==> src/sv/ibeacon_advert_filter_macros.svh <==
// Assertion macros used by the iBeacon advertisement filter RTL.
`ifndef IBEACON_ADVERT_FILTER_MACROS_SVH
`define IBEACON_ADVERT_FILTER_MACROS_SVH

`ifndef SYNTHESIS

// Checks a property on every rising clock edge outside of reset.
`define IBF_ASSERT(lbl, clk_sig, rstn_sig, prop) \
	lbl: assert property (@(posedge clk_sig) disable iff (!rstn_sig) (prop)) \
		else $error("ibeacon_advert_filter: assertion failed");

// Checks that a condition never holds outside of reset.
`define IBF_ASSERT_NEVER(lbl, clk_sig, rstn_sig, cond) \
	`IBF_ASSERT(lbl, clk_sig, rstn_sig, !(cond))

`else

`define IBF_ASSERT(lbl, clk_sig, rstn_sig, prop)
`define IBF_ASSERT_NEVER(lbl, clk_sig, rstn_sig, cond)

`endif

`endif

==> src/sv/ibf_pkg.sv <==
// Types, constants and register map of the iBeacon advertisement filter.
`default_nettype none

package ibf_pkg;

	// A record shorter than this many bytes is rejected as too short.
	localparam logic [4:0] MIN_FRAME_BYTES = 5'd25;

	// Byte positions inside the manufacturer data.
	localparam logic [4:0] UUID_FIRST_POS = 5'd4;
	localparam logic [4:0] UUID_LAST_POS  = 5'd19;
	localparam logic [4:0] ID_FIRST_POS   = 5'd20;
	localparam logic [4:0] ID_LAST_POS    = 5'd23;

	// iBeacon prefix: Apple company id (little-endian), type, length.
	localparam logic [7:0] IBEACON_PREFIX [4] = '{8'h4C, 8'h00, 8'h02, 8'h15};

	// Configuration port.
	localparam int CFG_ADDR_W = 6;
	localparam int CFG_DATA_W = 64;

	localparam logic [2:0] REG_MIN_RSSI    = 3'd0;
	localparam logic [2:0] REG_UUID_A_HIGH = 3'd1;
	localparam logic [2:0] REG_UUID_A_LOW  = 3'd2;
	localparam logic [2:0] REG_UUID_B_HIGH = 3'd3;
	localparam logic [2:0] REG_UUID_B_LOW  = 3'd4;

	localparam logic signed [7:0] MIN_RSSI_RESET = -8'sd70;

	typedef enum logic [2:0] {
		VERDICT_ACCEPT = 3'd0,
		VERDICT_WEAK   = 3'd1,
		VERDICT_SHORT  = 3'd2,
		VERDICT_HEADER = 3'd3,
		VERDICT_UUID   = 3'd4
	} verdict_t;

	typedef struct packed {
		logic [7:0]        data_byte;
		logic              first_byte;
		logic              last_byte;
		logic signed [7:0] signal_dbm;
		logic              empty_record;
	} in_beat_t;

	typedef struct packed {
		verdict_t    verdict;
		logic [31:0] animal_id;
	} out_beat_t;

	typedef struct packed {
		logic signed [7:0] min_rssi;
		logic [63:0]       uuid_a_high;
		logic [63:0]       uuid_a_low;
		logic [63:0]       uuid_b_high;
		logic [63:0]       uuid_b_low;
	} cfg_t;

	typedef struct packed {
		logic [4:0]  byte_count;
		logic        header_good;
		logic        uuid_a_equal;
		logic        uuid_b_equal;
		logic        signal_pass;
		logic [31:0] id_capture;
	} record_t;

	localparam record_t RECORD_CLEAR = '{
		byte_count:   5'd0,
		header_good:  1'b1,
		uuid_a_equal: 1'b1,
		uuid_b_equal: 1'b1,
		signal_pass:  1'b0,
		id_capture:   32'd0
	};

endpackage

`default_nettype wire

==> src/sv/ibeacon_advert_filter.sv <==
// Top level of the iBeacon advertisement filter: input stage, record logic, result stage.
//
//   Channel   Direction  Handshake              Payload
//   in        sink       in_valid / in_stall    in_beat   (one manufacturer data byte)
//   out       source     out_valid / out_stall  out_beat  (verdict and animal id)
//   cfg       APB slave  psel/penable/pready    paddr, pwdata, prdata (64-bit registers)
//
// One beat is accepted per cycle while in_stall is low. An accepted beat is registered in
// the input stage, where the record logic updates its state; a beat that closes a record
// loads the result register as it leaves the input stage, and its verdict is offered from
// that register until out_stall is low.
// Reset clears the record state, the stage valid flags and loads the register defaults.
// A stalled output only holds the input stage when the beat waiting there closes a
// record; bytes in the middle of a record keep flowing while a verdict waits.
`default_nettype none

`include "ibeacon_advert_filter_macros.svh"

module ibeacon_advert_filter import ibf_pkg::*; (
	input  wire logic                  clk,
	input  wire logic                  arst_n,
	// Byte stream in.
	input  wire logic                  in_valid,
	output logic                       in_stall,
	input  wire in_beat_t              in_beat,
	// Verdicts out.
	output logic                       out_valid,
	input  wire logic                  out_stall,
	output out_beat_t                  out_beat,
	// Configuration.
	input  wire logic                  psel,
	input  wire logic                  penable,
	input  wire logic                  pwrite,
	input  wire logic [CFG_ADDR_W-1:0] paddr,
	input  wire logic [CFG_DATA_W-1:0] pwdata,
	output logic      [CFG_DATA_W-1:0] prdata,
	output logic                       pready
);

	cfg_t      cfg;
	in_beat_t  beat_s1;
	logic      valid_s1;
	out_beat_t result;
	out_beat_t result_q;
	logic      result_valid_q;
	logic      out_free;
	logic      advance;

	assign pready = 1'b1;

	ibf_cfg_regs u_cfg_regs (
		.clk     (clk),
		.arst_n  (arst_n),
		.psel    (psel),
		.penable (penable),
		.pwrite  (pwrite),
		.paddr   (paddr),
		.pwdata  (pwdata),
		.prdata  (prdata),
		.cfg     (cfg)
	);

	// The result register is free when empty or when its verdict is taken this cycle.
	assign out_free = !result_valid_q || !out_stall;

	// The staged beat moves on unless it closes a record and the result register is busy.
	assign advance  = valid_s1 && (!beat_s1.last_byte || out_free);
	assign in_stall = valid_s1 && !advance;

	always_ff @(posedge clk or negedge arst_n) begin
		if (!arst_n) begin
			valid_s1 <= 1'b0;
		end else if (!in_stall) begin
			valid_s1 <= in_valid;
		end
	end

	always_ff @(posedge clk) begin
		if (!in_stall && in_valid) begin
			beat_s1 <= in_beat;
		end
	end

	ibf_record u_record (
		.clk     (clk),
		.arst_n  (arst_n),
		.advance (advance),
		.beat    (beat_s1),
		.cfg     (cfg),
		.result  (result)
	);

	always_ff @(posedge clk or negedge arst_n) begin
		if (!arst_n) begin
			result_valid_q <= 1'b0;
		end else if (advance && beat_s1.last_byte) begin
			result_valid_q <= 1'b1;
		end else if (!out_stall) begin
			result_valid_q <= 1'b0;
		end
	end

	always_ff @(posedge clk) begin
		if (advance && beat_s1.last_byte) begin
			result_q <= result;
		end
	end

	assign out_valid = result_valid_q;
	assign out_beat  = result_q;

	// A verdict only appears after the input stage held the closing byte of a record.
	`IBF_ASSERT(a_verdict_from_last, clk, arst_n,
		$rose(result_valid_q) |-> $past(valid_s1 && beat_s1.last_byte))
	// Only an accepted record carries an animal id.
	`IBF_ASSERT(a_id_only_on_accept, clk, arst_n,
		(result_valid_q && result_q.verdict != VERDICT_ACCEPT) |->
		(result_q.animal_id == 32'd0))
	// Back-pressure upstream requires a staged beat that closes a record.
	`IBF_ASSERT_NEVER(a_stall_without_last, clk, arst_n,
		in_stall && !(valid_s1 && beat_s1.last_byte && result_valid_q))

endmodule

`default_nettype wire

==> src/sv/ibf_cfg_regs.sv <==
// APB register file holding the RSSI threshold and the two expected UUIDs.
`default_nettype none

module ibf_cfg_regs import ibf_pkg::*; (
	input  wire logic                  clk,
	input  wire logic                  arst_n,
	input  wire logic                  psel,
	input  wire logic                  penable,
	input  wire logic                  pwrite,
	input  wire logic [CFG_ADDR_W-1:0] paddr,
	input  wire logic [CFG_DATA_W-1:0] pwdata,
	output logic      [CFG_DATA_W-1:0] prdata,
	output cfg_t                       cfg
);

	cfg_t       cfg_q;
	logic       wr_en;
	logic [2:0] reg_idx;

	assign reg_idx = paddr[5:3];
	assign wr_en   = psel && penable && pwrite;

	always_ff @(posedge clk or negedge arst_n) begin
		if (!arst_n) begin
			cfg_q.min_rssi    <= MIN_RSSI_RESET;
			cfg_q.uuid_a_high <= '0;
			cfg_q.uuid_a_low  <= '0;
			cfg_q.uuid_b_high <= '0;
			cfg_q.uuid_b_low  <= '0;
		end else if (wr_en) begin
			case (reg_idx)
				REG_MIN_RSSI:    cfg_q.min_rssi    <= pwdata[7:0];
				REG_UUID_A_HIGH: cfg_q.uuid_a_high <= pwdata;
				REG_UUID_A_LOW:  cfg_q.uuid_a_low  <= pwdata;
				REG_UUID_B_HIGH: cfg_q.uuid_b_high <= pwdata;
				REG_UUID_B_LOW:  cfg_q.uuid_b_low  <= pwdata;
				default: ;
			endcase
		end
	end

	always_comb begin
		case (reg_idx)
			REG_MIN_RSSI:    prdata = {{(CFG_DATA_W-8){1'b0}}, cfg_q.min_rssi};
			REG_UUID_A_HIGH: prdata = cfg_q.uuid_a_high;
			REG_UUID_A_LOW:  prdata = cfg_q.uuid_a_low;
			REG_UUID_B_HIGH: prdata = cfg_q.uuid_b_high;
			REG_UUID_B_LOW:  prdata = cfg_q.uuid_b_low;
			default:         prdata = '0;
		endcase
	end

	assign cfg = cfg_q;

endmodule

`default_nettype wire

==> src/sv/ibf_record.sv <==
// Per-record state: prefix check, UUID compare, id capture and the verdict.
`default_nettype none

module ibf_record import ibf_pkg::*; (
	input  wire logic     clk,
	input  wire logic     arst_n,
	input  wire logic     advance,
	input  wire in_beat_t beat,
	input  wire cfg_t     cfg,
	output out_beat_t     result
);

	record_t      rec_q;
	record_t      rec_cur;
	record_t      rec_upd;
	record_t      rec_d;
	logic [4:0]   pos;
	logic [3:0]   uuid_idx;
	logic [6:0]   uuid_lsb;
	logic [127:0] uuid_a;
	logic [127:0] uuid_b;
	logic [7:0]   exp_a;
	logic [7:0]   exp_b;

	assign uuid_a = {cfg.uuid_a_high, cfg.uuid_a_low};
	assign uuid_b = {cfg.uuid_b_high, cfg.uuid_b_low};

	// UUID byte k sits at bits 127-8k down; 15-k is the bitwise inverse of k.
	assign pos      = rec_cur.byte_count;
	assign uuid_idx = pos[3:0] - UUID_FIRST_POS[3:0];
	assign uuid_lsb = {~uuid_idx, 3'b000};
	assign exp_a    = uuid_a[uuid_lsb +: 8];
	assign exp_b    = uuid_b[uuid_lsb +: 8];

	always_comb begin
		rec_cur = rec_q;
		if (beat.first_byte) begin
			rec_cur             = RECORD_CLEAR;
			rec_cur.signal_pass = !(beat.signal_dbm < cfg.min_rssi);
		end

		rec_upd = rec_cur;
		if (!beat.empty_record) begin
			case (pos) inside
				[5'd0 : UUID_FIRST_POS - 5'd1]: begin
					if (beat.data_byte != IBEACON_PREFIX[pos[1:0]]) begin
						rec_upd.header_good = 1'b0;
					end
				end
				[UUID_FIRST_POS : UUID_LAST_POS]: begin
					if (beat.data_byte != exp_a) begin
						rec_upd.uuid_a_equal = 1'b0;
					end
					if (beat.data_byte != exp_b) begin
						rec_upd.uuid_b_equal = 1'b0;
					end
				end
				[ID_FIRST_POS : ID_LAST_POS]: begin
					rec_upd.id_capture = {rec_cur.id_capture[23:0], beat.data_byte};
				end
				default: ;
			endcase
			if (pos < MIN_FRAME_BYTES) begin
				rec_upd.byte_count = pos + 5'd1;
			end
		end

		result.animal_id = '0;
		if (!rec_upd.signal_pass) begin
			result.verdict = VERDICT_WEAK;
		end else if (rec_upd.byte_count < MIN_FRAME_BYTES) begin
			result.verdict = VERDICT_SHORT;
		end else if (!rec_upd.header_good) begin
			result.verdict = VERDICT_HEADER;
		end else if (!rec_upd.uuid_a_equal && !rec_upd.uuid_b_equal) begin
			result.verdict = VERDICT_UUID;
		end else begin
			result.verdict   = VERDICT_ACCEPT;
			result.animal_id = rec_upd.id_capture;
		end

		rec_d = beat.last_byte ? RECORD_CLEAR : rec_upd;
	end

	always_ff @(posedge clk or negedge arst_n) begin
		if (!arst_n) begin
			rec_q <= RECORD_CLEAR;
		end else if (advance) begin
			rec_q <= rec_d;
		end
	end

endmodule

`default_nettype wire
==> config.mk <==
export PLATFORM = sky130hd
export DESIGN_NAME = ibeacon_advert_filter
export DESIGN_NICKNAME = d
export VERILOG_FILES = /design/src/sv/ibf_pkg.sv /design/src/sv/ibeacon_advert_filter.sv /design/src/sv/ibf_cfg_regs.sv /design/src/sv/ibf_record.sv
export VERILOG_INCLUDE_DIRS = /design/src /design/src/sv
export SDC_FILE = /design/constraint.sdc
export NUM_CORES = 1
export LEC_CHECK = 0
export BUFFER_PORTS_ARGS = -buffer_cell sky130_fd_sc_hd__buf_4
export CAP_MARGIN = 20
export CORE_MARGIN = 4
export CORE_UTILIZATION = 64
export DETAILED_ROUTE_END_ITERATION = 8
export GPL_ROUTABILITY_DRIVEN = 0
export PLACE_DENSITY = 0.86
export SLEW_MARGIN = 20
export SYNTH_ARGS = -nofsm -noshare
export SYNTH_HDL_FRONTEND = slang
export SYNTH_SLANG_ARGS = --single-unit
==> constraint.sdc <==
create_clock -name clk -period 9.42 [get_ports clk]
set_input_delay 1.884 -clock clk [delete_from_list [all_inputs] [get_ports clk]]
set_output_delay 1.884 -clock clk [all_outputs]
set_load 0.05 [all_outputs]
Word-level counts from Yosys, hierarchy flattened
Cells that the tools add are included.
- $add $sub $neg: 2
- $lt $le $gt $ge: 10
- eq/ne operators: 8
- shift-type cells: 2
- muxes and demuxes: 23
- bitwise logic cells: 4
- reduce and logical (&&, ||, !) cells: 28
- operators with widths (operator ; number):
    $pmux 64 s5 ; 1
    $shiftx 128x8->8 ; 2
    $mux 32 ; 4
    $mux 41 ; 2
    $mux 8 ; 3
    $ne 8x8->1 ; 3
    $bmux 8 s2 ; 1
    $le 5x5->1 const B ; 2
    $logic_and 1x1->1 ; 10
    $lt 5x5->1 const B ; 2
    $reduce_and 2->1 ; 5
    $logic_not 1->1 ; 8
    $lt 8x8->1 ; 1
    $mux 2 ; 4
    $eq 3x2->1 const B ; 2
    $mux 1 ; 6
    $add 5x1->5 const B ; 1
    $ge 5x1->1 const B ; 1
    $ge 5x3->1 const B ; 1
    $ge 5x5->1 const B ; 1
    $le 5x2->1 const B ; 1
    $mux 5 ; 1
    $not 4->4 ; 1
    $reduce_or 4->1 ; 1
    11 further kinds ; 13
- register bits after elaboration: 361
- input port bits: 96
- output and inout bits: 102
- logic and storage cells: 98

Longest topological paths before layout
Gate-level depths: netlist of run 1.
- word-level depth: 16
- gate-level depth with buffers: 13

Cells and area by module
From an unflattened synthesis of run 1, not the netlist that was laid out.
- cell total of the unflattened synthesis: 1564
- area, all modules: 19097.1 um2
- by module, submodules not included (module ; times used ; cells an instance ; area each (um2) ; seq. area each (um2)):
    ibf_cfg_regs ; 1 ; 805 ; 11685.0 ; 6612.6
    ibf_record ; 1 ; 691 ; 5674.2 ; 1029.7
    ibeacon_advert_filter ; 1 ; 68 ; 1737.9 ; 1671.6

Least setup slack after synthesis of run 1
Ideal clock, no wire load.
- kind: input port to output port
- start: in paddr[4]
- end: out prdata[1]
- arrival time: 3.805 ns
- data required time: 7.536 ns
- path slack: 3.731 ns
- stages: 6
- path buffers: 2
- cell sequence: buf_1 buf_1 mux2i_1 nor2_1 a21oi_1 o22ai_1
- cells in the longest elaborated chain, start to end: 2
- elaborated cells on any way between the ends: 6
- those cells by class: 4 x eq/ne; 1 x mux; 1 x reduce/logical
- ends and longest elaborated chain (item ; RTL line ; text):
    start, declared ; ibeacon_advert_filter.sv:34 ; input wire logic [CFG_ADDR_W-1:0] paddr,
    $eq 3x3->1, or another cell as far along ; ibf_cfg_regs.sv:43 ; case (reg_idx)
    $pmux 64 s5 * ; ibf_cfg_regs.sv:43 ;
    end, declared ; ibeacon_advert_filter.sv:36 ; output logic [CFG_DATA_W-1:0] prdata,
Every way passes the cells marked *; elsewhere a longest branch is shown, timed or not.

Final worst setup path of run 1
- start: in paddr[5]
- end: out prdata[15]
Same word-level chain as after synthesis.

==> results.yml, run 1 <==
synthesis:
  syn_avg_cell_area_sq_um: 12.25
  yosys.area.top_type: "dfrtp_1"
  async_flop_share_pct: 85.04
  synthesis.area_sq_mm: 0.01865
  synth_top_area_share_pct: 40.12
  ys_warn_count: 0
  netlist_top_cells_area: "dfrtp_1 (40%), mux2_2 (17%), edfxtp_1 (8.7%)"
  syn_nets: 1627
  synth_flop_cell: "dfrtp_1"
  syn_inst: 1522
  ys_types: 89
  synth_edf_count: 54
  ys_ff_latch: 361
  yosysSeqAreaShare_pct: 49.94
floorplanning:
  fp.dieW_um: 178.7
  core_area_sq_mm: 0.02870
  start_util_pct: 64.98
  fp-row-count: 62
  die_h_um: 178.7
  io_pins: 198
  fp.dieArea_sq_mm: 0.03194
clock_tree:
  post-cts-setup-buffer-count: 0
  cts_root_buf: "clkbuf_16"
  clockBufferDepth: 3
  cts_tree: "built"
  clk_latency_ns: 0.53
  cts.sinks: 361
  clk_pin_slew_ns: 0.06
  cts-resized-gates: 0
  h-tree-depth: 2
  hold_buffers: 0
  numCtsBuffers: 39
sta:
  finalCritPeriodShare_pct: 67.68
  tns_ns: 0
  hold_viol: 0
  drv_slew: 0
  hold_slack_ns: 0.4679
  fin_ws_ns: 3.044
  setup_viol: 0
  max_freq_ghz: 0.1568
  slew_headroom_pct: 23.40
  worstMarginPinSlew_ns: 1.149
  fin_crit_ns: 6.376
  fin_skew_ns: 0.01063
  rsz0062_at_grt: "false"
placed_design:
  hpwl_um: 35510
  pre_cts_slack_ns: 3.186
  port-buffer-count: 193
  placed_cell_area_sq_mm: 0.02019
route:
  drtIter0Drc: 2107
  firstDrtPassIters: 8
  routed_wl_um: 56300
  wl_per_cell_um: 27.30
  drtAntennaViolNets: 0
  drt-vias-per-instance: 7.078
  drc: 0
  vias: 14590
global_routing:
  grt_pass1_vias: 14580
  track_usage_pct: 35.10
  grt_overflow_total: 0
  grt_pass1_wl_um: 86390
  antenna_found_initial: 0
  grt_max_degree: 191
worst_setup_path:
  r2r_slack_ns: 4.36
  endpoint: "prdata[15]"
  cp-start-kind: "input port"
  timing.rr.start: "u_record.rec_q[36]"
  reg2reg_to: "out_beat[0]"
  crit_type: "in -> out"
  r2r_cells: 10
  critPathRequiredTime_ns: 7.54
  cp_data_arrival_time_ns: 4.49
  cp-end-kind: "primary output"
  worstSetupStartpoint: "paddr[5]"
  critPathMaxFanout: 40
outcome:
  status: "finished, final reports clean"
min_path:
  hold_class: "reg -> reg"
power:
  p_leak_nw: 9.229
  ir_drop_mv: 0.1761
  power_density_mw_per_mm2: 226.0
  finalPower_mw: 4.870
final_layout:
  stdcell_area_sq_mm: 0.02155
  areaGrowthSynthToFinish_pct: 15.52
  drive_gt1_share_pct: 37.35
  nets: 1751
  final_common_cell: "dfrtp_1"
  final_cell_mix: "dfrtp_1 (297), mux2_2 (275), buf_4 (210)"
job:
  maxCapViolations: 0
-- layer usage --
metal	GRT usage (%)	part of all wire, %
met3	6.348	11
met1	48.45	38
met5	0.3205	0
met2	55.11	46
met4	15.16	5.4
-- flip-flops by register name, summed over array words and instances, names as in the netlist --
register        flops
u_cfg_regs.cfg    264
out_valid           1
beat_s1            19
u_record.rec_q     41
out_beat           35
valid_s1            1
-- cell type report --
class                   count  area (sq um)
fillers                  1867          7156
multi-input cells        1014          8722
diodes                      2         5.005
flip-flops and latches    361          9319
clock inverters            19         198.9
repair buffers            214          1654
well taps                 384         480.5
clock buffers              52          1107
inverters                  16         60.06
-- logic make-up (layout without fill, tap and decap cells) --
family	count (synthesis)	in the layout	synth area share (%)
compound gates	374	374	16.18
mux	370	370	22.24
xor+xnor	14	14	0.6574
other cells	1	3	0.02011
fa+ha+maj	9	9	0.6038
flops	361	361	49.94
simple gates	246	246	6.648
buf+inv	147	301	3.710
-- critical path, stage by stage --
cell      delay [ns]
buf_4           0.17
nand2b_1        0.46
nor2_4          0.64
buf_4           0.63
a22oi_1         0.19
nand2_1         0.25
buf_4           0.25
-- cell usage after synthesis, types with 19 or more instances --
cell,n
a2111oi_2,29
a21oi_1,37
a22o_1,33
a22oi_1,118
buf_2,21
clkbuf_1,83
dfrtp_1,299
edfxtp_1,54
mux2_2,275
mux2i_1,86
nand2_1,95
nor2_1,53
nor3b_1,19
o21ai_0,26
o22ai_1,21
-- power breakdown --
part	internal, mW	switching (mW)	total (mW)
sequential	1.83	0.266	2.09
combinational	0.515	0.688	1.20
clock	0.938	0.636	1.57
-- through the flow --
step	util [%]	instances
6_report	75.07	2062
5_1_grt	75.05	2060
4_1_cts	74.90	2058
3_5_place_dp	70.35	1987
3_3_place_gp	70.35	1987
2_1_floorplan	-	1522
-- worst min path at each step --
stage,to,cells after the start,from,slack [ns]
2_1_floorplan,u_record.rec_q[35],2,u_record.rec_q[35],0.43
3_3_place_gp,u_record.rec_q[35],2,u_record.rec_q[35],0.44
3_5_place_dp,u_record.rec_q[35],2,u_record.rec_q[35],0.46
4_1_cts,u_record.rec_q[35],2,u_record.rec_q[35],0.47
5_1_grt,u_record.rec_q[35],2,u_record.rec_q[35],0.51
6_report,u_record.rec_q[35],2,u_record.rec_q[35],0.47
Note: power is estimated with default switching activity, not from simulation.
==> run 2, diff against run 1 <==
--- a/config.mk
+++ b/config.mk
@@ -9,10 +9,10 @@
 export BUFFER_PORTS_ARGS = -buffer_cell sky130_fd_sc_hd__buf_4
 export CAP_MARGIN = 20
 export CORE_MARGIN = 4
-export CORE_UTILIZATION = 64
+export CORE_UTILIZATION = 60
 export DETAILED_ROUTE_END_ITERATION = 8
 export GPL_ROUTABILITY_DRIVEN = 0
-export PLACE_DENSITY = 0.86
+export PLACE_DENSITY = 0.81
 export SLEW_MARGIN = 20
 export SYNTH_ARGS = -nofsm -noshare
 export SYNTH_HDL_FRONTEND = slang
==> constraint.sdc (replaced) <==
create_clock -name clk -period 6.3 [get_ports clk]
set_input_delay 1.26 -clock clk [delete_from_list [all_inputs] [get_ports clk]]
set_output_delay 1.26 -clock clk [all_outputs]
set_load 0.05 [all_outputs]
==> results.yml, run 2 (synthesis gave the netlist of run 1 again) <==
outcome:
  status: "finished, final reports clean"
clock_tree:
  cts-resized-gates: 0
  cts_root_buf: "clkbuf_16"
  cts.sinks: 361
  clk_latency_ns: 0.53
  hold_buffers: 0
  h-tree-depth: 2
  clk_pin_slew_ns: 0.06
  cts_tree: "built"
  clockBufferDepth: 3
  post-cts-setup-buffer-count: 0
  numCtsBuffers: 39
sta:
  drv_slew: 0
  fin_ws_ns: 1.463
  fin_crit_ns: 4.837
  setup_viol: 0
  max_freq_ghz: 0.2067
  tns_ns: 0
  rsz0062_at_grt: "false"
  finalCritPeriodShare_pct: 76.78
  hold_slack_ns: 0.4628
  slew_headroom_pct: 27.94
  fin_skew_ns: 0.01736
  hold_viol: 0
  worstMarginPinSlew_ns: 1.081
global_routing:
  grt_max_degree: 142
  antenna_found_initial: 1
  grt_overflow_total: 0
  track_usage_pct: 31.80
  grt_pass1_vias: 14020
  grt_pass1_wl_um: 83920
worst_setup_path:
  r2r_cells: 10
  critPathMaxFanout: 33
  path_cells: "inv_1, o21ai_0, buf_4, o311ai_1, o211ai_1, mux2_2, nor4_2, a41oi_4, buf_4, a2111oi_2"
  reg2reg_to: "out_beat[10]"
  crit_type: "reg -> reg"
  cp-start-kind: "flop"
  cpMaxStageDelayCell: "edfxtp_1"
  cp-end-kind: "flop"
  crit_family: "compound AO/OA/AOI/OAI gates"
  cp_data_arrival_time_ns: 5.13
  critPathRequiredTime_ns: 6.59
  r2r_slack_ns: 1.46
  path_buf_inv: 3
  slowest_delay_ns: 0.97
  timing.rr.start: "beat_s1[10]"
  crit_top_cell: "buf_4"
final_layout:
  seqCellArea_sq_mm: 0.009319
  multi_input_area_sq_mm: 0.008722
  areaGrowthSynthToFinish_pct: 15.76
  largest_reg_flops: 264
  drive_gt1_share_pct: 37.51
  post-route-util_pct: 70.59
  final_common_cell: "dfrtp_1"
  nets: 1755
  fillers: 2152
  antennaDiodeCount: 0
  final_cell_mix: "dfrtp_1 (297), mux2_2 (275), buf_4 (210)"
power:
  p_sw_mw: 2.333
  ir_drop_mv: 0.2248
  power_density_mw_per_mm2: 333.4
  p_leak_nw: 9.239
  clock_power_share_pct: 31.5
  pwr-share-comb_pct: 25.4
  p_int_mw: 4.865
  switching_share_pct: 32.41
  p_seq_share_pct: 43.1
route:
  routed_wl_um: 55080
  vias: 14380
  drtAntennaViolNets: 0
  drtIter0Drc: 1596
  drt-vias-per-instance: 6.937
  firstDrtPassIters: 9
  wl_per_cell_um: 26.57
  drc: 0
min_path:
  hold_path_startpoint: "u_record.rec_q[35]"
  holdPathStages: 2
  hold_class: "reg -> reg"
  min_to: "u_record.rec_q[35]"
floorplanning:
  fp.dieArea_sq_mm: 0.03397
  die_h_um: 184.3
  fp.dieW_um: 184.3
  start_util_pct: 60.97
  fp-row-count: 64
  io_pins: 198
  core_area_sq_mm: 0.03059
placed_design:
  port-buffer-count: 193
  hpwl_um: 35890
  pre_cts_slack_ns: 1.743
job:
  maxCapViolations: 0
-- run 2: cell count changes in the layout (fill, tap and decap cells not counted) --
cell and delta:
buf_8 -1, diode_2 -2, buf_6 +1, bufinv_16 -3
clkinv_1 -3, buf_16 -1, clkbuf_1 +1, buf_12 +5
inv_6 -2, clkbuf_8 +7, clkinv_2 -3
-- run 2: power groups by stage --
stage          Sequential [mW]  Combinational (mW)  Clock, mW
2_1_floorplan             2.98                1.29          0
3_3_place_gp              3.10                1.74          0
3_5_place_dp              3.13                1.78          0
4_1_cts                   3.09                1.79       2.28
5_1_grt                   3.14                1.92       2.38
6_report                  3.11                1.83       2.27
-- run 2: how the worst max path moves through the flow --
| stage | start | to | slack [ns] | depth (start not counted) |
|---|---|---|---|---|
| detailed placement | paddr[5] | prdata[15] | 1.74 | 7 |
| finish | beat_s1[10] | out_beat[10] | 1.46 | 10 |
| global route | beat_s1[10] | out_beat[1] | 1.29 | 10 |
| CTS | beat_s1[10] | out_beat[7] | 1.69 | 10 |
| global placement | paddr[5] | prdata[15] | 1.75 | 7 |
| floorplan | paddr[4] | prdata[1] | 1.86 | 6 |
-- run 2: layer usage --
layer,vias to the layer above,wire length [um],global-route usage [%]
met2,942,25500,48.81
met1,7153,21210,44.19
met5,-,11,0
li1,6056,-,-
met4,2,2933,14.20
met3,227,5424,6.473
-- run 2: stage by stage --
stage	cell area, sq um	power, mW	cells
4_1_cts	21580	7.165	2072
6_report	21590	7.199	2073
3_5_place_dp	20310	4.906	2004
2_1_floorplan	18650	4.271	1522
5_1_grt	21590	7.439	2073
3_3_place_gp	20310	4.842	2004
-- run 2: layout make-up --
class	count	area share, %
clock buffer	60	5.592
sequential	361	43.16
tap	396	2.295
multi-input combinational	1014	40.40
clock inverter	8	0.3013
timing repair buffer	218	7.979
inverter	16	0.2781
-- run 2: worst reg2reg max path, cell delays in order, from the launching register on --
cell and delay (ns):
edfxtp_1 0.97, inv_1 0.62, o21ai_0 0.58, buf_4 0.29, o311ai_1 0.12, o211ai_1 0.22
mux2_2 0.39, nor4_2 0.42, a41oi_4 0.18, buf_4 0.32, a2111oi_2 0.50
